==> src/rtl/core/hac_pkg.sv <==
// ----------------------------------------------------------------------------
// hac_pkg
// Shared types and codes for the H-bridge actuator controller.
// ----------------------------------------------------------------------------
package hac_pkg;

  localparam int CH_W   = 3;   // channel field width
  localparam int DUR_W  = 32;  // timer / duration width
  localparam int CUR_W  = 16;  // signed current sample width
  localparam int REG_W  = 15;  // config register data width
  localparam int IDX_W  = 3;   // config register index width

  // item kinds
  localparam logic [1:0] FUNC_CMD    = 2'd0;
  localparam logic [1:0] FUNC_SAMPLE = 2'd1;
  localparam logic [1:0] FUNC_TICK   = 2'd2;
  localparam logic [1:0] FUNC_NONE   = 2'd3;

  // channel modes
  localparam logic [1:0] MODE_STOP    = 2'd0;
  localparam logic [1:0] MODE_EXTEND  = 2'd1;
  localparam logic [1:0] MODE_RETRACT = 2'd2;
  localparam logic [1:0] MODE_FAULT   = 2'd3;

  // bridge pin patterns {pin two, pin one}
  localparam logic [1:0] PINS_OFF     = 2'b00;
  localparam logic [1:0] PINS_EXTEND  = 2'b01;
  localparam logic [1:0] PINS_RETRACT = 2'b10;

  // config register indexes
  localparam logic [IDX_W-1:0] REG_TRIP_LAST = 3'd6;  // trip limits are 0..6
  localparam logic [IDX_W-1:0] REG_END_TRAVEL = 3'd7;

  localparam logic [REG_W-1:0] TRIP_RESET = 15'h7FFF;
  localparam logic [REG_W-1:0] END_RESET  = 15'h0000;

  typedef struct packed {
    logic [1:0]       func;
    logic [CH_W-1:0]  channel;
    logic [1:0]       command_code;
    logic [DUR_W-1:0] duration_ms;
    logic [CUR_W-1:0] current_ma;
  } item_t;

  // per-channel state after the item being retired
  typedef struct packed {
    logic [1:0] mode;
    logic [1:0] pins;
    logic       armed;
    logic       stopped;
  } chan_stat_t;

endpackage

==> src/rtl/core/hac_cfg.sv <==
// ----------------------------------------------------------------------------
// hac_cfg
// Trip limit and end-of-travel configuration registers.
// ----------------------------------------------------------------------------
module hac_cfg import hac_pkg::*; #(
  parameter int CHANNELS = 7
) (
  input  logic                            clk,
  input  logic                            rst,
  input  logic                            wr_en,
  input  logic [IDX_W-1:0]                wr_index,
  input  logic [REG_W-1:0]                wr_data,
  output logic [CHANNELS-1:0][REG_W-1:0]  trip_limit,
  output logic [REG_W-1:0]                end_travel
);

  always_ff @(posedge clk) begin
    if (rst) begin
      for (int n = 0; n < CHANNELS; n++) begin
        trip_limit[n] <= TRIP_RESET;
      end
      end_travel <= END_RESET;
    end else if (wr_en) begin
      // only seven trip registers exist; an eighth channel keeps its reset limit
      for (int n = 0; n < CHANNELS; n++) begin
        if (wr_index <= REG_TRIP_LAST && wr_index == IDX_W'(n)) begin
          trip_limit[n] <= wr_data;
        end
      end
      if (wr_index == REG_END_TRAVEL) begin
        end_travel <= wr_data;
      end
    end
  end

endmodule

==> src/rtl/core/hac_channel.sv <==
// ----------------------------------------------------------------------------
// hac_channel
// State and next-state logic of one actuator channel: mode, pins, stop timer.
// ----------------------------------------------------------------------------
module hac_channel import hac_pkg::*; (
  input  logic              clk,
  input  logic              rst,
  input  logic              fire,        // item retires this cycle
  input  logic              sel,         // item addresses this channel
  input  item_t             item,
  input  logic [REG_W-1:0]  trip_limit,
  input  logic [REG_W-1:0]  end_travel,
  output chan_stat_t        stat_next
);

  logic [1:0]       mode;
  logic [1:0]       pins;
  logic             armed;
  logic [DUR_W-1:0] remaining;

  logic [1:0]       mode_next;
  logic [1:0]       pins_next;
  logic             armed_next;
  logic [DUR_W-1:0] remaining_next;
  logic             stopped;

  logic [DUR_W:0]   sum;
  logic             over_trip;
  logic             under_end;
  logic             moving;

  assign sum       = {1'b0, remaining} + {1'b0, item.duration_ms};
  assign over_trip = $signed(item.current_ma) > $signed({1'b0, trip_limit});
  assign under_end = $signed(item.current_ma) < $signed({1'b0, end_travel});
  assign moving    = (mode == MODE_EXTEND) || (mode == MODE_RETRACT);

  always_comb begin
    mode_next      = mode;
    pins_next      = pins;
    armed_next     = armed;
    remaining_next = remaining;
    stopped        = 1'b0;
    case (item.func)
      FUNC_CMD: begin
        if (sel) begin
          if (item.command_code[0]) begin
            mode_next = MODE_EXTEND;
            pins_next = PINS_EXTEND;
          end else begin
            mode_next = MODE_RETRACT;
            pins_next = PINS_RETRACT;
          end
          if (item.command_code[1]) begin
            if (armed) begin
              remaining_next = sum[DUR_W] ? '1 : sum[DUR_W-1:0];
            end else begin
              remaining_next = item.duration_ms;
            end
            armed_next = 1'b1;
          end
        end
      end
      FUNC_SAMPLE: begin
        if (sel) begin
          if (over_trip) begin
            mode_next      = MODE_FAULT;
            pins_next      = PINS_OFF;
            armed_next     = 1'b0;
            remaining_next = '0;
            stopped        = 1'b1;
          end else if (moving && under_end) begin
            mode_next      = MODE_STOP;
            pins_next      = PINS_OFF;
            armed_next     = 1'b0;
            remaining_next = '0;
            stopped        = 1'b1;
          end
        end
      end
      FUNC_TICK: begin
        if (armed) begin
          // expires at 0 or 1
          if (remaining[DUR_W-1:1] == '0) begin
            mode_next      = MODE_STOP;
            pins_next      = PINS_OFF;
            armed_next     = 1'b0;
            remaining_next = '0;
            stopped        = 1'b1;
          end else begin
            remaining_next = remaining - DUR_W'(1);
          end
        end
      end
      default: begin
      end
    endcase
  end

  always_ff @(posedge clk) begin
    if (rst) begin
      mode      <= MODE_STOP;
      pins      <= PINS_OFF;
      armed     <= 1'b0;
      remaining <= '0;
    end else if (fire) begin
      mode      <= mode_next;
      pins      <= pins_next;
      armed     <= armed_next;
      remaining <= remaining_next;
    end
  end

  assign stat_next = '{mode: mode_next, pins: pins_next, armed: armed_next, stopped: stopped};

endmodule

==> src/rtl/core/hbridge_actuator_controller.sv <==
// ----------------------------------------------------------------------------
// hbridge_actuator_controller
// Multi-channel H-bridge actuator controller with stop timers and
// over-current / end-of-travel cutoff.
// ----------------------------------------------------------------------------
// Usage:
//   Input channel (in_valid / in_stall) carries one item per transaction: a
//   command, a current sample or a millisecond tick. Output channel
//   (out_valid / out_stall) returns exactly one result per item, in order.
//   Config channel (cfg_valid / cfg_ready) writes trip limits (index 0..6)
//   and the end-of-travel current (index 7); cfg_ready is always high.
//   Write config only while the block is empty.
// Timing:
//   Two register stages: an input register and a result register. out_valid
//   rises when the item moves from the input register into the result
//   register, which waits while out_stall holds a result there. Throughput
//   is one item per cycle while out_stall stays low; all channel state is
//   updated in the single cycle the item moves between the two registers.
// Stall:
//   While out_stall holds a result, the input register can still take one
//   more item; in_stall rises only when both stages are full.
// Reset:
//   rst (synchronous) empties both stages, stops all channels, drops all
//   pins, disarms all timers and restores the config reset values.
// ----------------------------------------------------------------------------
module hbridge_actuator_controller import hac_pkg::*; #(
  parameter int CHANNELS = 7
) (
  input  logic                    clk,
  input  logic                    rst,
  // input items
  input  logic                    in_valid,
  output logic                    in_stall,
  input  logic [1:0]              func,
  input  logic [CH_W-1:0]         channel,
  input  logic [1:0]              command_code,
  input  logic [DUR_W-1:0]        duration_ms,
  input  logic [CUR_W-1:0]        current_ma,
  // results
  output logic                    out_valid,
  input  logic                    out_stall,
  output logic [CH_W-1:0]         out_channel,
  output logic [1:0]              channel_mode,
  output logic [2*CHANNELS-1:0]   drive_pins,
  output logic [CHANNELS-1:0]     timers_armed,
  output logic                    stopped_now,
  // config writes
  input  logic                    cfg_valid,
  output logic                    cfg_ready,
  input  logic [IDX_W-1:0]        cfg_index,
  input  logic [REG_W-1:0]        cfg_data
);

  // input register stage
  logic  s1_valid;
  item_t s1_item;

  logic  advance;   // result register free to load
  logic  fire;      // item retires into result register

  assign advance  = !out_valid || !out_stall;
  assign fire     = s1_valid && advance;
  assign in_stall = s1_valid && !advance;

  always_ff @(posedge clk) begin
    if (rst) begin
      s1_valid <= 1'b0;
    end else if (in_valid && !in_stall) begin
      s1_valid <= 1'b1;
    end else if (advance) begin
      s1_valid <= 1'b0;
    end
  end

  always_ff @(posedge clk) begin
    if (in_valid && !in_stall) begin
      s1_item <= '{func: func, channel: channel, command_code: command_code,
                   duration_ms: duration_ms, current_ma: current_ma};
    end
  end

  // config registers
  logic [CHANNELS-1:0][REG_W-1:0] trip_limit;
  logic [REG_W-1:0]               end_travel;

  assign cfg_ready = 1'b1;

  hac_cfg #(
    .CHANNELS (CHANNELS)
  ) u_cfg (
    .clk        (clk),
    .rst        (rst),
    .wr_en      (cfg_valid),
    .wr_index   (cfg_index),
    .wr_data    (cfg_data),
    .trip_limit (trip_limit),
    .end_travel (end_travel)
  );

  // channel bank; an out-of-range channel field selects nothing
  chan_stat_t [CHANNELS-1:0] stat_next;

  for (genvar g = 0; g < CHANNELS; g++) begin : g_chan
    hac_channel u_chan (
      .clk        (clk),
      .rst        (rst),
      .fire       (fire),
      .sel        (s1_item.channel == CH_W'(g)),
      .item       (s1_item),
      .trip_limit (trip_limit[g]),
      .end_travel (end_travel),
      .stat_next  (stat_next[g])
    );
  end

  // result assembly
  logic                  is_chan_item;
  logic [CH_W-1:0]       res_channel;
  logic [1:0]            res_mode;
  logic [2*CHANNELS-1:0] res_pins;
  logic [CHANNELS-1:0]   res_armed;
  logic                  res_stopped;

  assign is_chan_item = (s1_item.func == FUNC_CMD) || (s1_item.func == FUNC_SAMPLE);
  assign res_channel  = is_chan_item ? s1_item.channel : '0;

  always_comb begin
    res_mode    = MODE_STOP;
    res_stopped = 1'b0;
    for (int n = 0; n < CHANNELS; n++) begin
      res_pins[2*n +: 2] = stat_next[n].pins;
      res_armed[n]       = stat_next[n].armed;
      res_stopped        = res_stopped | stat_next[n].stopped;
      if (res_channel == CH_W'(n)) begin
        res_mode = stat_next[n].mode;
      end
    end
  end

  // result register
  always_ff @(posedge clk) begin
    if (rst) begin
      out_valid <= 1'b0;
    end else if (fire) begin
      out_valid <= 1'b1;
    end else if (!out_stall) begin
      out_valid <= 1'b0;
    end
  end

  always_ff @(posedge clk) begin
    if (fire) begin
      out_channel  <= res_channel;
      channel_mode <= res_mode;
      drive_pins   <= res_pins;
      timers_armed <= res_armed;
      stopped_now  <= res_stopped;
    end
  end

  // checks
  logic [2*CHANNELS-1:0] pin_one_mask;
  logic                  pins_shorted;

  always_comb begin
    for (int n = 0; n < CHANNELS; n++) begin
      pin_one_mask[2*n +: 2] = 2'b01;
    end
  end

  assign pins_shorted = |(drive_pins & (drive_pins >> 1) & pin_one_mask);

  // a bridge never has both pins driven high
  a_no_shoot_through: assert property (@(posedge clk) disable iff (rst)
    out_valid |-> !pins_shorted)
    else $error("both pins of a bridge driven high");

  // an item leaving the input register shows up as a result next cycle
  a_retire_to_output: assert property (@(posedge clk) disable iff (rst)
    fire |=> out_valid)
    else $error("retired item missing from result register");

  // an out-of-range channel reports stopped mode and no stop
  a_bad_channel_quiet: assert property (@(posedge clk) disable iff (rst)
    (out_valid && ({1'b0, out_channel} >= (CH_W+1)'(CHANNELS)))
      |-> (channel_mode == MODE_STOP && !stopped_now))
    else $error("out-of-range channel reported activity");

endmodule

==> config.mk <==
export PLATFORM = sky130hd
export DESIGN_NAME = hbridge_actuator_controller
export DESIGN_NICKNAME = d
export VERILOG_FILES = /design/src/rtl/core/hac_pkg.sv /design/src/rtl/core/hac_cfg.sv /design/src/rtl/core/hac_channel.sv /design/src/rtl/core/hbridge_actuator_controller.sv
export SDC_FILE = /design/constraint.sdc
export NUM_CORES = 2
export LEC_CHECK = 0
export BUFFER_PORTS_ARGS = -buffer_cell sky130_fd_sc_hd__clkbuf_2
export CAP_MARGIN = 25
export CORE_MARGIN = 4
export CORE_UTILIZATION = 55
export DETAILED_ROUTE_END_ITERATION = 12
export PLACE_DENSITY = 0.72
export SYNTH_ARGS = -nofsm -noshare
export SYNTH_HDL_FRONTEND = slang
export SYNTH_SLANG_ARGS = --single-unit
==> constraint.sdc <==
create_clock -name clk -period 6.7 [get_ports clk]
set_input_delay 0.67 -clock clk [delete_from_list [all_inputs] [get_ports clk]]
set_output_delay 0.67 -clock clk [all_outputs]
set_load 0.005 [all_outputs]
==> flow_summary.yaml <==
outcome:
  status: "completed"
routing:
  vias: 40600
  antenna_left: 0
  vias_per_cell: 6.73
  drc: 0
  drt_iter0_drc: 5066
  firstDrtPassIters: 10
  wl_per_cell_um: 22.3
  drt-total-wl_mm: 134
yosys:
  ys_ff_latch: 463
  yosysMostFrequentCell: "a21oi_1"
  synth-async-reset-ratio_pct: 0
  syn_avg_cell_area_um2: 7.58
  netlist_top_cells_area: "dfxtp_1 (20%), ha_1 (12%), a21oi_1 (7.1%)"
  yosysSeqAreaShare_pct: 26.3
  postSynthCellCount: 5055
  ys_warn_count: 0
  synth_top_flop_cell: "dfxtp_1"
  synth_cell_types: 89
  synthesis.area_um2: 38300
  synth-edff-count: 82
  syn-num-nets: 5494
  synth_commonest_cells: "a21oi_1 (547), nand2_1 (487), o21ai_0 (448)"
  yosysTopAreaCell: "dfxtp_1"
  synth_top_area_share_pct: 19.9
setup_path:
  worstSetupStartpointType: "register"
  critPathSlowestCell: "nor2_1"
  path_cells: "ha_1, a2111o_1, a32oi_1, o21a_1, a21boi_1, a2111o_1, nor2_1, o21ai_0, or4_1, a21oi_1"
  max_stage_delay_ns: 0.91
  path_buf_inv: 0
  path_class: "reg -> reg"
  path_max_fanout: 15
  cp_top_family: "compound AO/OA/AOI/OAI gates"
  critPathArrivalTime_ns: 5.36
  worst-r2r-cell-count: 10
  end_kind: "register"
  cp.required_ns: 7.26
  path_depth: 10
  crit_path_frequent_cell: "a2111o_1"
clock_tree:
  cts_made_buffers: 54
  clockBufferDepth: 3
  path_clk_slew_ns: 0.06
  cts_max_level: 2
  clk_latency_ns: 0.66
  ctsResizeCount: 0
  postCtsHoldBufs: 0
  numClockSinks: 463
  tritoncts: "done"
  postCtsSetupBuffers: 0
  clock-root-buffer: "clkbuf_16"
global_routing:
  grt_max_degree: 95
  antenna_found_initial: 4
  grt_overflow_total: 0
  grt_pass1_wl_mm: 208
  gr-usage-met3_pct: 6.56
  grt_pass1_vias: 36900
  grtUsageMet1_pct: 48.5
  grt.busiest_layer: "met2"
  use_met2_pct: 52.7
  grt.total_usage_pct: 34.5
sta:
  slew_headroom_pct: 21.2
  period_minus_slack_ns: 4.80
  hold_viol_final: 0
  rsz0062_at_grt: "no"
  finalSetupViolCount: 0
  tns_ns: 0
  holdWs_ns: 0.182
  final-max-slew-violation-count: 0
  worst_pin_slew_ns: 1.17
  finalCritPeriodShare_pct: 71.6
  fmax_mhz: 208
  clock_skew_ns: 0.0458
die:
  start_util_pct: 55.7
  rows: 96
  die_area_um2: 74000
  chipHeight_um: 272
  ios: 108
  die_x_um: 272
  core_um2: 68800
flow_run:
  maxCapViolCount: 0
power_and_ir_drop:
  peakVddDrop_v: 0.000221
  total_power_mw: 8.15
  p_leak_nw: 17.2
  pwr_density_cell_nw_per_um2: 195
final_layout:
  area_delta_synth_final_pct: 8.94
  n_fill_cell: 6297
  nets: 5485
  stdcell_area_um2: 41700
  seqCellArea_um2: 10100
  multi_input_area_um2: 26500
  layout-drive-gt1-share_pct: 7.21
  fin_cells: 6026
worst_hold_path:
  hp-class: "in -> reg"
  hold_depth: 1
place:
  dp_hpwl_mm: 94.1
  placed_cells: 5917
  numPortBuffers: 106
  place_area_um2: 39800
  routabilityCongestion: 0.964
layer usage:
layer  up-vias  part of all wire [%]
li1      19100                     -
met1     19100                    42
met2      2061                    43
met3       291                    11
met4         2                   3.6
met5         -                 0.013
through the flow:
| step | worst slack [ns] | utilization, % |
|---|---|---|
| finish | 1.90 | 60.7 |
| global route | 1.60 | 60.6 |
| CTS | 2.01 | 60.6 |
| detailed placement | 2.03 | 57.8 |
| global placement | 2.10 | 57.8 |
| floorplan | 2.88 | - |
logic make-up (layout without fill, tap and decap cells):
| logic type | Yosys count | in the layout | synth area share [%] |
|---|---|---|---|
| AO/OA/AOI/OAI | 1934 | 1934 | 32.3 |
| adder cells (fa/ha/maj) | 361 | 361 | 11.9 |
| XOR/XNOR | 189 | 189 | 4.32 |
| multiplexers | 16 | 16 | 0.424 |
| other | 1 | 4 | 0.00979 |
| buffers and inverters | 486 | 523 | 4.85 |
| flip-flops | 463 | 463 | 26.3 |
| AND/OR/NAND/NOR | 1605 | 1605 | 19.8 |
flip-flops by register name (all words and copies together) (netlist names), 3 cells and up:
signal / count
timers_armed: 7
drive_pins: 14
u_cfg.trip_limit: 105
out_channel: 3
g_chan.u_chan.armed: 7
g_chan.u_chan.pins: 14
s1_item: 55
u_cfg.end_travel: 15
g_chan.u_chan.remaining: 224
g_chan.u_chan.mode: 14
path summary, 6_finish.rpt:
path	from	to	slack, ns
hold / removal	channel[2]	s1_item[52]	0.18
setup reg to reg	s1_item[1]	g_chan[2].u_chan.remaining[27]	1.90
hold reg to reg	u_cfg.end_travel[4]	u_cfg.end_travel[4]	0.45
setup / recovery	s1_item[1]	g_chan[2].u_chan.remaining[27]	1.90
worst register-to-register path, cell delays in order (launching register included):
cell and delay, ns:
edfxtp_1 0.56, ha_1 0.35, a2111o_1 0.37, a32oi_1 0.48, o21a_1 0.30, a21boi_1 0.19, a2111o_1 0.70, nor2_1 0.92
o21ai_0 0.19, or4_1 0.54, a21oi_1 0.13
placed cells by master (no fill, tap or decap), drive strengths merged, types with 52 or more instances in the layout:
cell type	count
a211oi	95
ha	354
o211ai	141
a21o	98
edfxtp	82
o221ai	149
xnor2	125
inv	218
xor2	64
a21oi	548
nor4	80
o21ai	454
nand2	487
dfxtp	381
clkbuf	170
nand3	101
a31oi	81
buf	98
nand2b	52
nor2	409
nor3	198
layout make-up:
| type | count | share of cell area, % |
|---|---|---|
| Multi-Input combinational cell | 4106 | 63.4 |
| Tap cell | 931 | 2.79 |
| Antenna cell | 3 | 0.0180 |
| Sequential cell | 463 | 24.2 |
| Clock buffer | 64 | 3.43 |
| Inverter | 217 | 1.96 |
| Timing Repair Buffer | 204 | 3.17 |
| Clock inverter | 38 | 1.08 |
power breakdown:
part	switching, mW	internal, mW	total [mW]	leakage (nW)
sequential	0.133	2.92	3.06	3.87
combinational	1.25	0.635	1.88	12.4
clock	1.37	1.85	3.21	0.900
No activity file was read; power rests on OpenSTA's default activity.
